<file path="src/rtl/odfw_pkg.sv">
// odfw_pkg: shared constants and types for the ordered depth-first walk unit
`timescale 1ns / 1ps

package odfw_pkg;

  // node numbers on the stream fields
  localparam int NODE_W   = 7;
  // stream data widths, whole bytes
  localparam int S_DATA_W = 16;
  localparam int M_DATA_W = 8;

  // command codes carried in tuser
  localparam logic CMD_ADD   = 1'b0;
  localparam logic CMD_START = 1'b1;

  // sequencer states
  typedef enum logic [2:0] {
    ST_IDLE,
    ST_ADD_A,
    ST_ADD_BR,
    ST_ADD_B,
    ST_CAND,
    ST_SEL,
    ST_POP
  } state_t;

endpackage

</file>
<file path="src/rtl/ordered_depth_first_walk_unit.sv">
// ordered_depth_first_walk_unit: edge loader and depth-first walk sequencer
`timescale 1ns / 1ps

// Undirected edges are loaded one request at a time into a neighbor-mask
// memory (one row of MAX_NODES bits per node); a start request walks the
// graph depth first from node 1, always taking the lowest-numbered unvisited
// neighbor, and sends each visited node on the master stream, with tlast on
// the final one. An add request is a read-modify-write of two rows through
// the single read port of the mask memory: row a is read on accept and
// written in ST_ADD_A, row b is read in ST_ADD_BR and written in ST_ADD_B.
// Each forward step of a walk passes ST_CAND and ST_SEL, each backtrack
// ST_SEL, ST_POP and ST_CAND, as the mask read is registered; output back
// pressure holds the walk in ST_SEL.
// Rows carry valid bits cleared by reset, so no clearing pass is needed and
// the block takes requests right after reset. New requests are taken only
// while the sequencer is idle; a finished result may still wait in the
// output register at that time.
module ordered_depth_first_walk_unit #(
  parameter int MAX_NODES = 64
) (
  input  logic                          clk,
  input  logic                          rst,
  // node_count register
  input  logic                          cfg_we,
  input  logic [odfw_pkg::NODE_W-1:0]   cfg_data,
  // request stream
  input  logic                          s_tvalid,
  output logic                          s_tready,
  input  logic [odfw_pkg::S_DATA_W-1:0] s_tdata,  // node_a [6:0], node_b [13:7], zero pad
  input  logic                          s_tuser,  // cmd [0]
  // result stream
  output logic                          m_tvalid,
  input  logic                          m_tready,
  output logic [odfw_pkg::M_DATA_W-1:0] m_tdata,  // visited_node [6:0], zero pad
  output logic                          m_tlast
);

  localparam int IDX_W = (MAX_NODES > 1) ? $clog2(MAX_NODES) : 1;
  localparam int DEP_W = $clog2(MAX_NODES + 1);
  localparam int CW    = (IDX_W + 1 > odfw_pkg::NODE_W) ? IDX_W + 1 : odfw_pkg::NODE_W;

  odfw_pkg::state_t state, state_next;

  logic [odfw_pkg::NODE_W-1:0] node_count;

  // mask memory ports
  logic                 mrd_en;
  logic [IDX_W-1:0]     mrd_addr;
  logic [MAX_NODES-1:0] mrd_data;
  logic [IDX_W-1:0]     mrd_addr_q;
  logic                 mwr_en;
  logic [IDX_W-1:0]     mwr_addr;
  logic [MAX_NODES-1:0] mwr_data;
  logic [MAX_NODES-1:0] row_valid;

  // stack memory ports
  logic                 srd_en;
  logic [IDX_W-1:0]     srd_addr;
  logic [IDX_W-1:0]     srd_data;
  logic                 swr_en;
  logic [IDX_W-1:0]     swr_addr;
  logic [IDX_W-1:0]     swr_data;

  // walk registers
  logic [IDX_W-1:0]     ia;
  logic [IDX_W-1:0]     ib;
  logic [DEP_W-1:0]     depth;
  logic [MAX_NODES-1:0] visited;
  logic [MAX_NODES-1:0] lim_mask;
  logic [MAX_NODES-1:0] iso;
  logic [IDX_W-1:0]     pend;

  // combinational helpers
  logic [CW-1:0]        count_c;
  logic [CW-1:0]        limit_c;
  logic [MAX_NODES-1:0] lim_mask_c;
  logic [CW-1:0]        a_cw;
  logic [CW-1:0]        b_cw;
  logic [IDX_W-1:0]     a_idx;
  logic [IDX_W-1:0]     b_idx;
  logic                 in_range;
  logic [MAX_NODES-1:0] row_c;
  logic [MAX_NODES-1:0] cand_c;
  logic [IDX_W-1:0]     nx;
  logic                 out_free;
  logic                 emit;
  logic                 emit_last;
  logic [CW-1:0]        emit_val;

  // node count clamp and active-node mask
  always_comb begin
    count_c = (node_count == '0) ? CW'(1) : CW'(node_count);
    limit_c = (count_c > CW'(MAX_NODES)) ? CW'(MAX_NODES) : count_c;
    for (int i = 0; i < MAX_NODES; i++) begin
      lim_mask_c[i] = (CW'(i) < limit_c);
    end
  end

  // endpoint decode and range check
  always_comb begin
    a_cw     = CW'(s_tdata[odfw_pkg::NODE_W-1:0]);
    b_cw     = CW'(s_tdata[2*odfw_pkg::NODE_W-1:odfw_pkg::NODE_W]);
    a_idx    = IDX_W'(a_cw - CW'(1));
    b_idx    = IDX_W'(b_cw - CW'(1));
    in_range = (a_cw != '0) && (a_cw <= limit_c) && (b_cw != '0) && (b_cw <= limit_c);
  end

  // row read data, empty when the row was never written
  assign row_c  = row_valid[mrd_addr_q] ? mrd_data : '0;
  assign cand_c = row_c & ~visited & lim_mask;

  // one-hot lowest candidate to index
  always_comb begin
    nx = '0;
    for (int i = 0; i < MAX_NODES; i++) begin
      if (iso[i]) begin
        nx = nx | IDX_W'(i);
      end
    end
  end

  assign out_free = !m_tvalid || m_tready;
  assign emit_val = CW'(pend) + CW'(1);

  // next state and memory controls
  always_comb begin
    state_next = state;
    s_tready   = 1'b0;
    mrd_en     = 1'b0;
    mrd_addr   = '0;
    mwr_en     = 1'b0;
    mwr_addr   = '0;
    mwr_data   = '0;
    srd_en     = 1'b0;
    srd_addr   = '0;
    swr_en     = 1'b0;
    swr_addr   = '0;
    swr_data   = '0;
    emit       = 1'b0;
    emit_last  = 1'b0;
    unique case (state)
      odfw_pkg::ST_IDLE: begin
        s_tready = 1'b1;
        if (s_tvalid) begin
          if (s_tuser == odfw_pkg::CMD_START) begin
            mrd_en     = 1'b1;
            mrd_addr   = '0;
            swr_en     = 1'b1;
            swr_addr   = '0;
            swr_data   = '0;
            state_next = odfw_pkg::ST_CAND;
          end else if (in_range) begin
            mrd_en     = 1'b1;
            mrd_addr   = a_idx;
            state_next = odfw_pkg::ST_ADD_A;
          end
        end
      end
      odfw_pkg::ST_ADD_A: begin
        mwr_en     = 1'b1;
        mwr_addr   = ia;
        mwr_data   = row_c | (MAX_NODES'(1) << ib);
        state_next = odfw_pkg::ST_ADD_BR;
      end
      odfw_pkg::ST_ADD_BR: begin
        mrd_en     = 1'b1;
        mrd_addr   = ib;
        state_next = odfw_pkg::ST_ADD_B;
      end
      odfw_pkg::ST_ADD_B: begin
        mwr_en     = 1'b1;
        mwr_addr   = ib;
        mwr_data   = row_c | (MAX_NODES'(1) << ia);
        state_next = odfw_pkg::ST_IDLE;
      end
      odfw_pkg::ST_CAND: begin
        state_next = odfw_pkg::ST_SEL;
      end
      odfw_pkg::ST_SEL: begin
        if (iso != '0) begin
          // push: wait until the previous node can leave
          if (out_free) begin
            emit       = 1'b1;
            swr_en     = 1'b1;
            swr_addr   = depth[IDX_W-1:0];
            swr_data   = nx;
            mrd_en     = 1'b1;
            mrd_addr   = nx;
            state_next = odfw_pkg::ST_CAND;
          end
        end else if (depth == DEP_W'(1)) begin
          // walk done: last node leaves with tlast
          if (out_free) begin
            emit       = 1'b1;
            emit_last  = 1'b1;
            state_next = odfw_pkg::ST_IDLE;
          end
        end else begin
          srd_en     = 1'b1;
          srd_addr   = IDX_W'(depth - DEP_W'(2));
          state_next = odfw_pkg::ST_POP;
        end
      end
      odfw_pkg::ST_POP: begin
        mrd_en     = 1'b1;
        mrd_addr   = srd_data;
        state_next = odfw_pkg::ST_CAND;
      end
      default: begin
        state_next = odfw_pkg::ST_IDLE;
      end
    endcase
  end

  // state register
  always_ff @(posedge clk) begin
    if (rst) begin
      state <= odfw_pkg::ST_IDLE;
    end else begin
      state <= state_next;
    end
  end

  // configuration register
  always_ff @(posedge clk) begin
    if (rst) begin
      node_count <= odfw_pkg::NODE_W'(64);
    end else if (cfg_we) begin
      node_count <= cfg_data;
    end
  end

  // row valid bits
  always_ff @(posedge clk) begin
    if (rst) begin
      row_valid <= '0;
    end else if (mwr_en) begin
      row_valid[mwr_addr] <= 1'b1;
    end
  end

  // stack depth
  always_ff @(posedge clk) begin
    if (rst) begin
      depth <= '0;
    end else if (state == odfw_pkg::ST_IDLE && s_tvalid && s_tuser == odfw_pkg::CMD_START) begin
      depth <= DEP_W'(1);
    end else if (state == odfw_pkg::ST_SEL) begin
      if (iso != '0) begin
        if (out_free) begin
          depth <= depth + DEP_W'(1);
        end
      end else if (depth != DEP_W'(1) || out_free) begin
        depth <= depth - DEP_W'(1);
      end
    end
  end

  // walk payload registers
  always_ff @(posedge clk) begin
    if (mrd_en) begin
      mrd_addr_q <= mrd_addr;
    end
    unique case (state)
      odfw_pkg::ST_IDLE: begin
        ia <= a_idx;
        ib <= b_idx;
        if (s_tvalid && s_tuser == odfw_pkg::CMD_START) begin
          visited  <= MAX_NODES'(1);
          pend     <= '0;
          lim_mask <= lim_mask_c;
        end
      end
      odfw_pkg::ST_CAND: begin
        iso <= cand_c & (~cand_c + MAX_NODES'(1));
      end
      odfw_pkg::ST_SEL: begin
        if (iso != '0 && out_free) begin
          visited <= visited | iso;
          pend    <= nx;
        end
      end
      default: begin
      end
    endcase
  end

  // output register
  always_ff @(posedge clk) begin
    if (rst) begin
      m_tvalid <= 1'b0;
    end else if (emit) begin
      m_tvalid <= 1'b1;
    end else if (m_tready) begin
      m_tvalid <= 1'b0;
    end
  end

  always_ff @(posedge clk) begin
    if (emit) begin
      m_tdata <= odfw_pkg::M_DATA_W'(odfw_pkg::NODE_W'(emit_val));
      m_tlast <= emit_last;
    end
  end

  // neighbor masks, one row per node
  odfw_ram #(
    .WIDTH (MAX_NODES),
    .DEPTH (MAX_NODES)
  ) u_mask_ram (
    .clk   (clk),
    .we    (mwr_en),
    .waddr (mwr_addr),
    .wdata (mwr_data),
    .re    (mrd_en),
    .raddr (mrd_addr),
    .rdata (mrd_data)
  );

  // path stack
  odfw_ram #(
    .WIDTH (IDX_W),
    .DEPTH (MAX_NODES)
  ) u_stack_ram (
    .clk   (clk),
    .we    (swr_en),
    .waddr (swr_addr),
    .wdata (swr_data),
    .re    (srd_en),
    .raddr (srd_addr),
    .rdata (srd_data)
  );

endmodule

</file>
<file path="src/rtl/odfw_ram.sv">
// odfw_ram: simple dual-port ram, one write port and one registered read port
`timescale 1ns / 1ps

module odfw_ram #(
  parameter int WIDTH = 64,
  parameter int DEPTH = 64
) (
  input  logic                     clk,
  input  logic                     we,
  input  logic [$clog2(DEPTH)-1:0] waddr,
  input  logic [WIDTH-1:0]         wdata,
  input  logic                     re,
  input  logic [$clog2(DEPTH)-1:0] raddr,
  output logic [WIDTH-1:0]         rdata
);

  logic [WIDTH-1:0] mem [DEPTH];

  // write port
  always_ff @(posedge clk) begin
    if (we) begin
      mem[waddr] <= wdata;
    end
  end

  // registered read port
  always_ff @(posedge clk) begin
    if (re) begin
      rdata <= mem[raddr];
    end
  end

endmodule

</file>
<file path="config.mk">
export PLATFORM = sky130hd
export DESIGN_NAME = ordered_depth_first_walk_unit
export DESIGN_NICKNAME = d
export VERILOG_FILES = /design/src/rtl/odfw_pkg.sv /design/src/rtl/ordered_depth_first_walk_unit.sv /design/src/rtl/odfw_ram.sv
export SDC_FILE = /design/constraint.sdc
export NUM_CORES = 2
export LEC_CHECK = 0
export BUFFER_PORTS_ARGS = -buffer_cell sky130_fd_sc_hd__clkbuf_2
export CAP_MARGIN = 15
export CORE_ASPECT_RATIO = 1.2
export CORE_MARGIN = 5
export CORE_UTILIZATION = 49
export DETAILED_ROUTE_END_ITERATION = 10
export PLACE_DENSITY_LB_ADDON = 0.1
export REMOVE_ABC_BUFFERS = 1
export SLEW_MARGIN = 10
export SYNTH_ARGS = -nofsm -noshare
export SYNTH_HDL_FRONTEND = slang
export SYNTH_HIERARCHICAL = 1
export SYNTH_MEMORY_MAX_BITS = 65536
export SYNTH_SLANG_ARGS = --single-unit
</file>
<file path="constraint.sdc">
create_clock -name clk -period 18.25 [get_ports clk]
set_input_delay 0.9125 -clock clk [delete_from_list [all_inputs] [get_ports clk]]
set_output_delay 0.9125 -clock clk [all_outputs]
set_load 0.01 [all_outputs]
</file>
Word level (Yosys, flattened, before mapping)

Memories as Yosys holds them, arrays and structs flattened. A register that Yosys moved wholly into a read port is not among the register bits.
Index checks and enable logic that the tools add are counted.

Bits in registers: 306
Bits in writable memories: 4,480
Bits of input ports: 29
Word-level logic and storage cells: 357
Memories kept: 2

Add/sub/neg operators: 7
$lt $le $gt $ge: 70
Equal/unequal tests: 15
Shift operators: 2
Mux-type cells: 210
Bitwise logic cells: 9
Reductions and logical operators: 28

Memories:

| memory          | words | width | rd ports | clocked after memory_dff | write ports | RTL line       | text |
|---|---|---|---|---|---|---|---|
| u_mask_ram.mem  | 64    | 64    | 1        | 1                        | 1           | odfw_ram.sv:17 | `logic [WIDTH-1:0] mem [DEPTH];` |
| u_stack_ram.mem | 64    | 6     | 1        | 1                        | 1           | odfw_ram.sv:17 |  |

Operators by type and width:

| operator                                                            | count |
|---|---|
| 64-bit 2-to-1 mux                                                   | 9 |
| 6-bit 2-to-1 mux                                                    | 65 |
| 64-bit bitwise OR                                                   | 4 |
| 64-bit case mux with 2 select lines                                 | 2 |
| 6-bit by 7-bit < comparator with 1-bit output, first input constant | 32 |
| 64-bit AND                                                          | 3 |
| 7-bit 2-to-1 mux                                                    | 23 |
| 64-bit inverter                                                     | 2 |
| 1-bit by 6-bit left shift with 64-bit output, first input constant  | 2 |
| 5-bit by 7-bit < comparator with 1-bit output, first input constant | 16 |
| 5-bit 2-to-1 mux                                                    | 16 |
| 3-bit 2-to-1 mux                                                    | 25 |
| 64-bit by 1-bit adder with 64-bit output, second input constant     | 1 |
| 64-bit nonzero test                                                 | 1 |
| 4-bit by 7-bit < comparator with 1-bit output, first input constant | 8 |
| 1-bit 2-to-1 mux                                                    | 50 |
| 6-bit case mux with 2 select lines                                  | 4 |
| 4-bit 2-to-1 mux                                                    | 8 |
| 3-bit by 7-bit < comparator with 1-bit output, first input constant | 4 |
| 6-bit case mux with 4 select lines                                  | 1 |
| 3-bit case mux with 6 select lines                                  | 1 |
| 7-bit less-or-equal comparator                                      | 2 |
| 1-bit by 7-bit < comparator with 1-bit output, first input constant | 2 |
| 2-bit by 7-bit < comparator with 1-bit output, first input constant | 2 |
| other kinds (35)                                                    | 58 |

Longest topological paths before layout

Depth in word-level cells: 69
Mapped depth: 23

Cells and area by module

Netlist, hierarchy kept.

By module, submodules not included:

| module                        | instances | cells an instance | area each (µm²) |
|---|---|---|---|
| odfw_ram at u_mask_ram        | 1         | 6,613             | 157,038.1 |
| ordered_depth_first_walk_unit | 1         | 1,481             | 15,433.6 |
| odfw_ram at u_stack_ram       | 1         | 720               | 15,285.9 |

Worst setup path after synthesis

OpenSTA, ideal clock, no wires.

Path kind: flip-flop to flip-flop
From: register state[1]
To: memory u_mask_ram.mem[34][0] (enable)
Setup time: 0.565 ns
Arrival time: 6.374 ns
Data required time: 17.685 ns
Slack: 11.311 ns
Cell stages (with the launch flop): 9
Buffers on the path: 3
Period minus slack after synthesis: 6.939 ns
Cells stage by stage: dfxtp_1 > clkbuf_1 > buf_1 > mux2i_1 > nor2_1 > nand2_1 > or3_1 > clkbuf_1 > nor3_1

Elaborated cells on any way between the ends: 7
Classes of those cells: eq/ne: 2; mux: 4; reduce/logical: 1

RTL lines:

| element                                                                                                          | RTL line                             | text |
|---|---|---|
| from (decl)                                                                                                      | ordered_depth_first_walk_unit.sv:42  | `odfw_pkg::state_t state, state_next;` |
| from (signal assigned)                                                                                           | ordered_depth_first_walk_unit.sv:218 | `state <= odfw_pkg::ST_IDLE;` |
| from (signal assigned)                                                                                           | ordered_depth_first_walk_unit.sv:220 | `state <= state_next;` |
| 3-bit by 2-bit equality test with 1-bit output or 3-bit by 1-bit equality test with 1-bit output (tied branches) | ordered_depth_first_walk_unit.sv:141 | `unique case (state)` |
| 6-bit case mux with 2 select lines *                                                                             | ordered_depth_first_walk_unit.sv:141 |  |
| net mwr_addr[5]                                                                                                  | ordered_depth_first_walk_unit.sv:52  | `logic [IDX_W-1:0] mwr_addr;` |
| to (decl)                                                                                                        | odfw_ram.sv:17                       |  |

The timed path passes the listed nets; every way through them passes the cells marked *.

Worst setup path after layout

From: register node_count[6] in the netlist's numbering
To: register u_mask_ram.rdata[4], read port of u_mask_ram.mem (data pin)

Word-level cells in the longest chain between the ends: 18
Elaborated cells on any way between the ends: 29
Classes of those cells: order compare: 3; mux: 22; reduce/logical: 4

Ends and longest elaborated chain:

| element                              | RTL line                             | text |
|---|---|---|
| from (decl)                          | ordered_depth_first_walk_unit.sv:44  | `logic [odfw_pkg::NODE_W-1:0] node_count;` |
| from (signal assigned)               | ordered_depth_first_walk_unit.sv:227 | `node_count <= odfw_pkg::NODE_W'(64);` |
| from (signal assigned)               | ordered_depth_first_walk_unit.sv:229 | `node_count <= cfg_data;` |
| 7-bit zero test                      | ordered_depth_first_walk_unit.sv:92  | `count_c = (node_count == '0) ? CW'(1) : CW'(node_count);` |
| 7-bit 2-to-1 mux *                   | ordered_depth_first_walk_unit.sv:92  |  |
| 7-bit greater-than comparator        | ordered_depth_first_walk_unit.sv:93  | `limit_c = (count_c > CW'(MAX_NODES)) ? CW'(MAX_NODES) : count_c;` |
| 7-bit 2-to-1 mux *                   | ordered_depth_first_walk_unit.sv:93  |  |
| 7-bit less-or-equal comparator       | ordered_depth_first_walk_unit.sv:105 | `in_range = (a_cw != '0) && (a_cw <= limit_c) && (b_cw != '0) && (b_cw <= limit_c);` |
| 1-bit logical AND (2 in series)      | ordered_depth_first_walk_unit.sv:105 |  |
| 1-bit logical AND *                  | ordered_depth_first_walk_unit.sv:105 |  |
| 6-bit 2-to-1 mux *                   | ordered_depth_first_walk_unit.sv:152 | `end else if (in_range) begin` |
| [... 2 more ...]                     | --                                   |  |
| 6-bit 2-to-1 mux *                   | ordered_depth_first_walk_unit.sv:141 |  |
| 6-bit 2-to-1 mux *                   | ordered_depth_first_walk_unit.sv:145 | `if (s_tuser == odfw_pkg::CMD_START) begin` |
| 6-bit 2-to-1 mux *                   | ordered_depth_first_walk_unit.sv:144 | `if (s_tvalid) begin` |
| 6-bit 2-to-1 mux *                   | ordered_depth_first_walk_unit.sv:141 |  |
| 6-bit 2-to-1 mux *                   | ordered_depth_first_walk_unit.sv:144 |  |
| 6-bit 2-to-1 mux *                   | ordered_depth_first_walk_unit.sv:141 |  |
| 6-bit case mux with 4 select lines * | ordered_depth_first_walk_unit.sv:141 |  |
| net mrd_addr[0]                      | ordered_depth_first_walk_unit.sv:48  | `logic [IDX_W-1:0] mrd_addr;` |
| to (decl)                            | odfw_ram.sv:14                       | `output logic [WIDTH-1:0] rdata` |

The timed path passes the listed nets; every way through them passes the cells marked *. The select of a mux whose other input is x is not followed.
A chain may end at the register's enable or synchronous reset.

==> results.md <==
- Hold Buf Count CTS: 0
- CTS Buf Count: roughly 470
- Critical Path Fanout Max: 36
- Critical Path End Type: register
- Setup WS post-layout: a little under 10 ns
- WL/cell: ~36 µm
- CTS H-tree lvls: 5
- Met3 usage: around 5%
- Vias in the first global route: around 95,000
- Final global-route overflow total: 0
- Setup WS pre-CTS: 9.80 ns
- Reg area: roughly 140,000 µm²
- Buf+Inv Stages, Crit Path: 5
- Routed WL: 526,000 µm
- Nets: about 9,200
- Slew headroom: between 10% and 20%
- CP required: roughly 19 ns
- Status: finished clean
- Antenna violations before repair: 26
- Setup TNS: 0 ns
- Final hold vios: 0
- Area share of the largest cell type after synthesis: between 70% and 80%
- Worst min path class: in -> reg
- Filler cell count: about 29,000
- CP Class: reg -> reg
- Fin Hold WS: between 0.1 and 0.15 ns
- Clk sinks: between 4,000 and 5,000
- CP max stage cell: o21ai_4
- Starting DRC count in detailed routing: 11,500
- Met2 Usage GRT: a little over two fifths
- Post-CTS setup buffers: 0
- Startpoint Class: register
- Post-synthesis cell area: approximately 190,000 µm²
- Crit-path cells: clkinv_1 -> buf_4 -> nand2_1 -> ha_1 -> nor2b_1 -> o21a_1 -> o211ai_1 -> a21oi_1 -> or3_1 -> or3_1 -> o21ai_4 -> buf_4 -> buf_4 -> buf_4 -> mux4_2 -> mux4_2 -> o22ai_1 -> a21oi_1
- Clock root buffer: clkbuf_16
- Overall die width: ~580 µm
- Initial Utilization: about half
- First drt pass iteration count: 5
- Final Cycle Share: between 40% and 50%
- DR vias/cell: approximately 6.5
- Multi-input logic area: around 41,000 µm²
- Synthesized flop and latch total: around 5,000
- Reg clk slew, reported paths: approximately 0.070 ns
- Gate Count Post-Synth: 8,814
- Clock Skew: ~0.075 ns
- Crit path top cell by count: buf_4
- Synth cell types: 91
- DR DRC count: 0
- Clock tree buffer depth: 4
- Synthesized area per cell: about 21 µm²
- Routability cong.: roughly 0.89
- Die Y: between 600 and 700 µm
- Via count: ~94,000
- FP Rows: around 250
- Top_reg_cell synth: edfxtp_1
- Crit-path max cell delay: ~0.89 ns
- I/O pin count: 40
- Placed cells: approximately 14,000
- Max Cap Viol: 0
- CTS resizes: 0
- Final setup fails: 0
- Top cells by area, synth: edfxtp_1 (76%), mux4_2 (14%), nor2_1 (0.91%)
- Achievable frequency: between 100 and 150 MHz
- Port Buffers: 36
- Post-synthesis sequential area ratio: ~77%
- Delay-heaviest family, CP: buffers and inverters
- Tmin final: 8.48 ns
- Worst-Skew Late Latency: 1.00 ns
- Worst VDD drop: roughly 0.086 mV
- EDFF count, synth: between 4,000 and 5,000
- Layout area overhead: 12.1%
- Final Max Slew Viols: 0
- Antenna Nets Post-Route: 0
- DP HPWL: approximately 290,000 µm
- Busiest grt layer: met2
- Core Area: ~380,000 µm²
- Area leader, netlist: edfxtp_1
- Worst Path Arrival: 9.19 ns
- Post-route cell area: ~210,000 µm²
- YS warnings: 6
- Layout cells sized above 1: between 20% and 30%
- Final non-filler cell total: around 15,000
- First-pass GRT wire length: approximately 740,000 µm
- Slew of the pin with the lowest slew margin: ~1.3 ns
- CTS tree: yes
- Power per cell area: between 100 and 150 nW/µm²
- Unrepaired setup endpoints after global routing: false
- Post-placement cell area: a little under 200,000 µm²
- Largest net degree at the start of global routing: around 120
- GR Util All Layers: a little over a quarter
- Asr flop ratio synth: 0%
- GR Util met1: ~36%
- Die area: 396,000 µm²
- Lkg Pwr: about 64 nW
## path summary, 6_finish.rpt
| kind | slack [ns] | to | startpoint | depth (start not counted) |
|---|---|---|---|---|
| max | 9.77 | u_mask_ram/rdata[4] | node_count[6] | 18 |
| min reg2reg | 0.47 | row_valid[17] | row_valid[17] | 2 |
| max reg2reg | 9.77 | u_mask_ram/rdata[4] | node_count[6] | 18 |
| min | 0.15 | node_count[5] | cfg_data[5] | 3 |
## report_power, final
group | switching (mW) | internal (mW)
Clock | 4.15 | 5.45
Sequential | 0.232 | 12.5
Combinational | 1.69 | 1.05
## area by class of cell
cell class                 count  area share (%)
sequential                  4856            68.9
multi-input combinational   3441            19.5
clock buffer                 592            5.91
tap                         5020            2.98
timing repair buffer         327            1.32
clock inverter               280            1.27
inverter                      40          0.0749
antenna                        6         0.00713
## cells in the final DEF (no fill, tap or decap), drive strengths merged, types with 28 or more instances in the layout
cell    netlist  final
a21oi       249    249
mux2        116    116
nand3        94     94
o22ai       104    104
nor3        104    104
clkbuf      224    629
mux4       1154   1154
nor4         40     40
a22oi       190    190
clkinv        1    219
nor2b        28     28
nor2        456    456
nand3b       75     75
a31oi        39     39
dfxtp        82     82
a22o         64     64
buf         253    290
mux2i       110    110
nand2       259    259
inv          39     45
edfxtp     4774   4774
o21ai        60     60
bufinv        0     45
## per-layer routing
| layer | routed length, µm | vias up | share of wire (%) |
|---|---|---|---|
| li1 | - | 37700 | - |
| met1 | 204000 | 51500 | 39 |
| met2 | 258000 | 4341 | 49 |
| met3 | 44500 | 890 | 8.5 |
| met4 | 19200 | 20 | 3.7 |
| met5 | 118 | - | 0.022 |
## worst register-to-register path, delay by kind of cell, from the launching register on
family | cells | cell delay, ns
compound gates | 6 | 1.86
fa+ha+maj | 1 | 0.32
buf+inv | 5 | 2.99
flops | 1 | 0.50
mux | 2 | 1.12
simple gates | 4 | 1.45
## per-stage QoR
step / util (%) / power [mW]
2_1_floorplan: - / 20.2
3_3_place_gp: 50.9 / 15.7
3_5_place_dp: 50.9 / 15.7
4_1_cts: 54.9 / 25.3
5_1_grt: 55.0 / 25.9
6_report: 55.0 / 25.1
## cell usage after synthesis, drive strengths merged (5+ instances only)
master / number
a2111oi: 5
a211oi: 13
a21oi: 249
a222oi: 26
a22o: 64
a22oi: 190
a31o: 14
a31oi: 39
and2: 20
and3: 7
and3b: 7
buf: 253
clkbuf: 224
dfxtp: 82
edfxtp: 4774
ha: 25
inv: 39
mux2: 116
mux2i: 110
mux4: 1154
nand2: 259
nand2b: 16
nand3: 94
nand3b: 75
nand4: 23
nor2: 456
nor2b: 28
nor3: 104
nor3b: 12
nor4: 40
nor4b: 10
o21ai: 60
o221ai: 13
o22a: 8
o22ai: 104
o32ai: 9
or2: 8
or3: 13
or3b: 5
xnor2: 12
xor2: 5
## state kept, by name (all words and copies together), names as in the netlist, 6 cells and up
name               flops
u_mask_ram/rdata      64
ib                     6
row_valid             64
visited               64
mrd_addr_q             6
node_count             7
lim_mask              64
u_stack_ram/rdata      6
m_tdata                7
ia                     6
iso                   64
u_stack_ram/mem      384
depth                  7
u_mask_ram/mem      4096
pend                   6
## cells by family (layout without fill, tap and decap cells)
family	Yosys count	after routing	share of synthesized area (%)
AO/OA/AOI/OAI	825	825	2.94
XOR/XNOR	17	17	0.0793
adder cells (fa/ha/maj)	25	25	0.167
buffers and inverters	517	1239	1.34
flip-flops	4856	4856	77.2
multiplexers	1380	1380	15.1
other	2	8	0.00400
AND/OR/NAND/NOR	1192	1192	3.11
No activity file was read; power rests on OpenSTA's default activity.
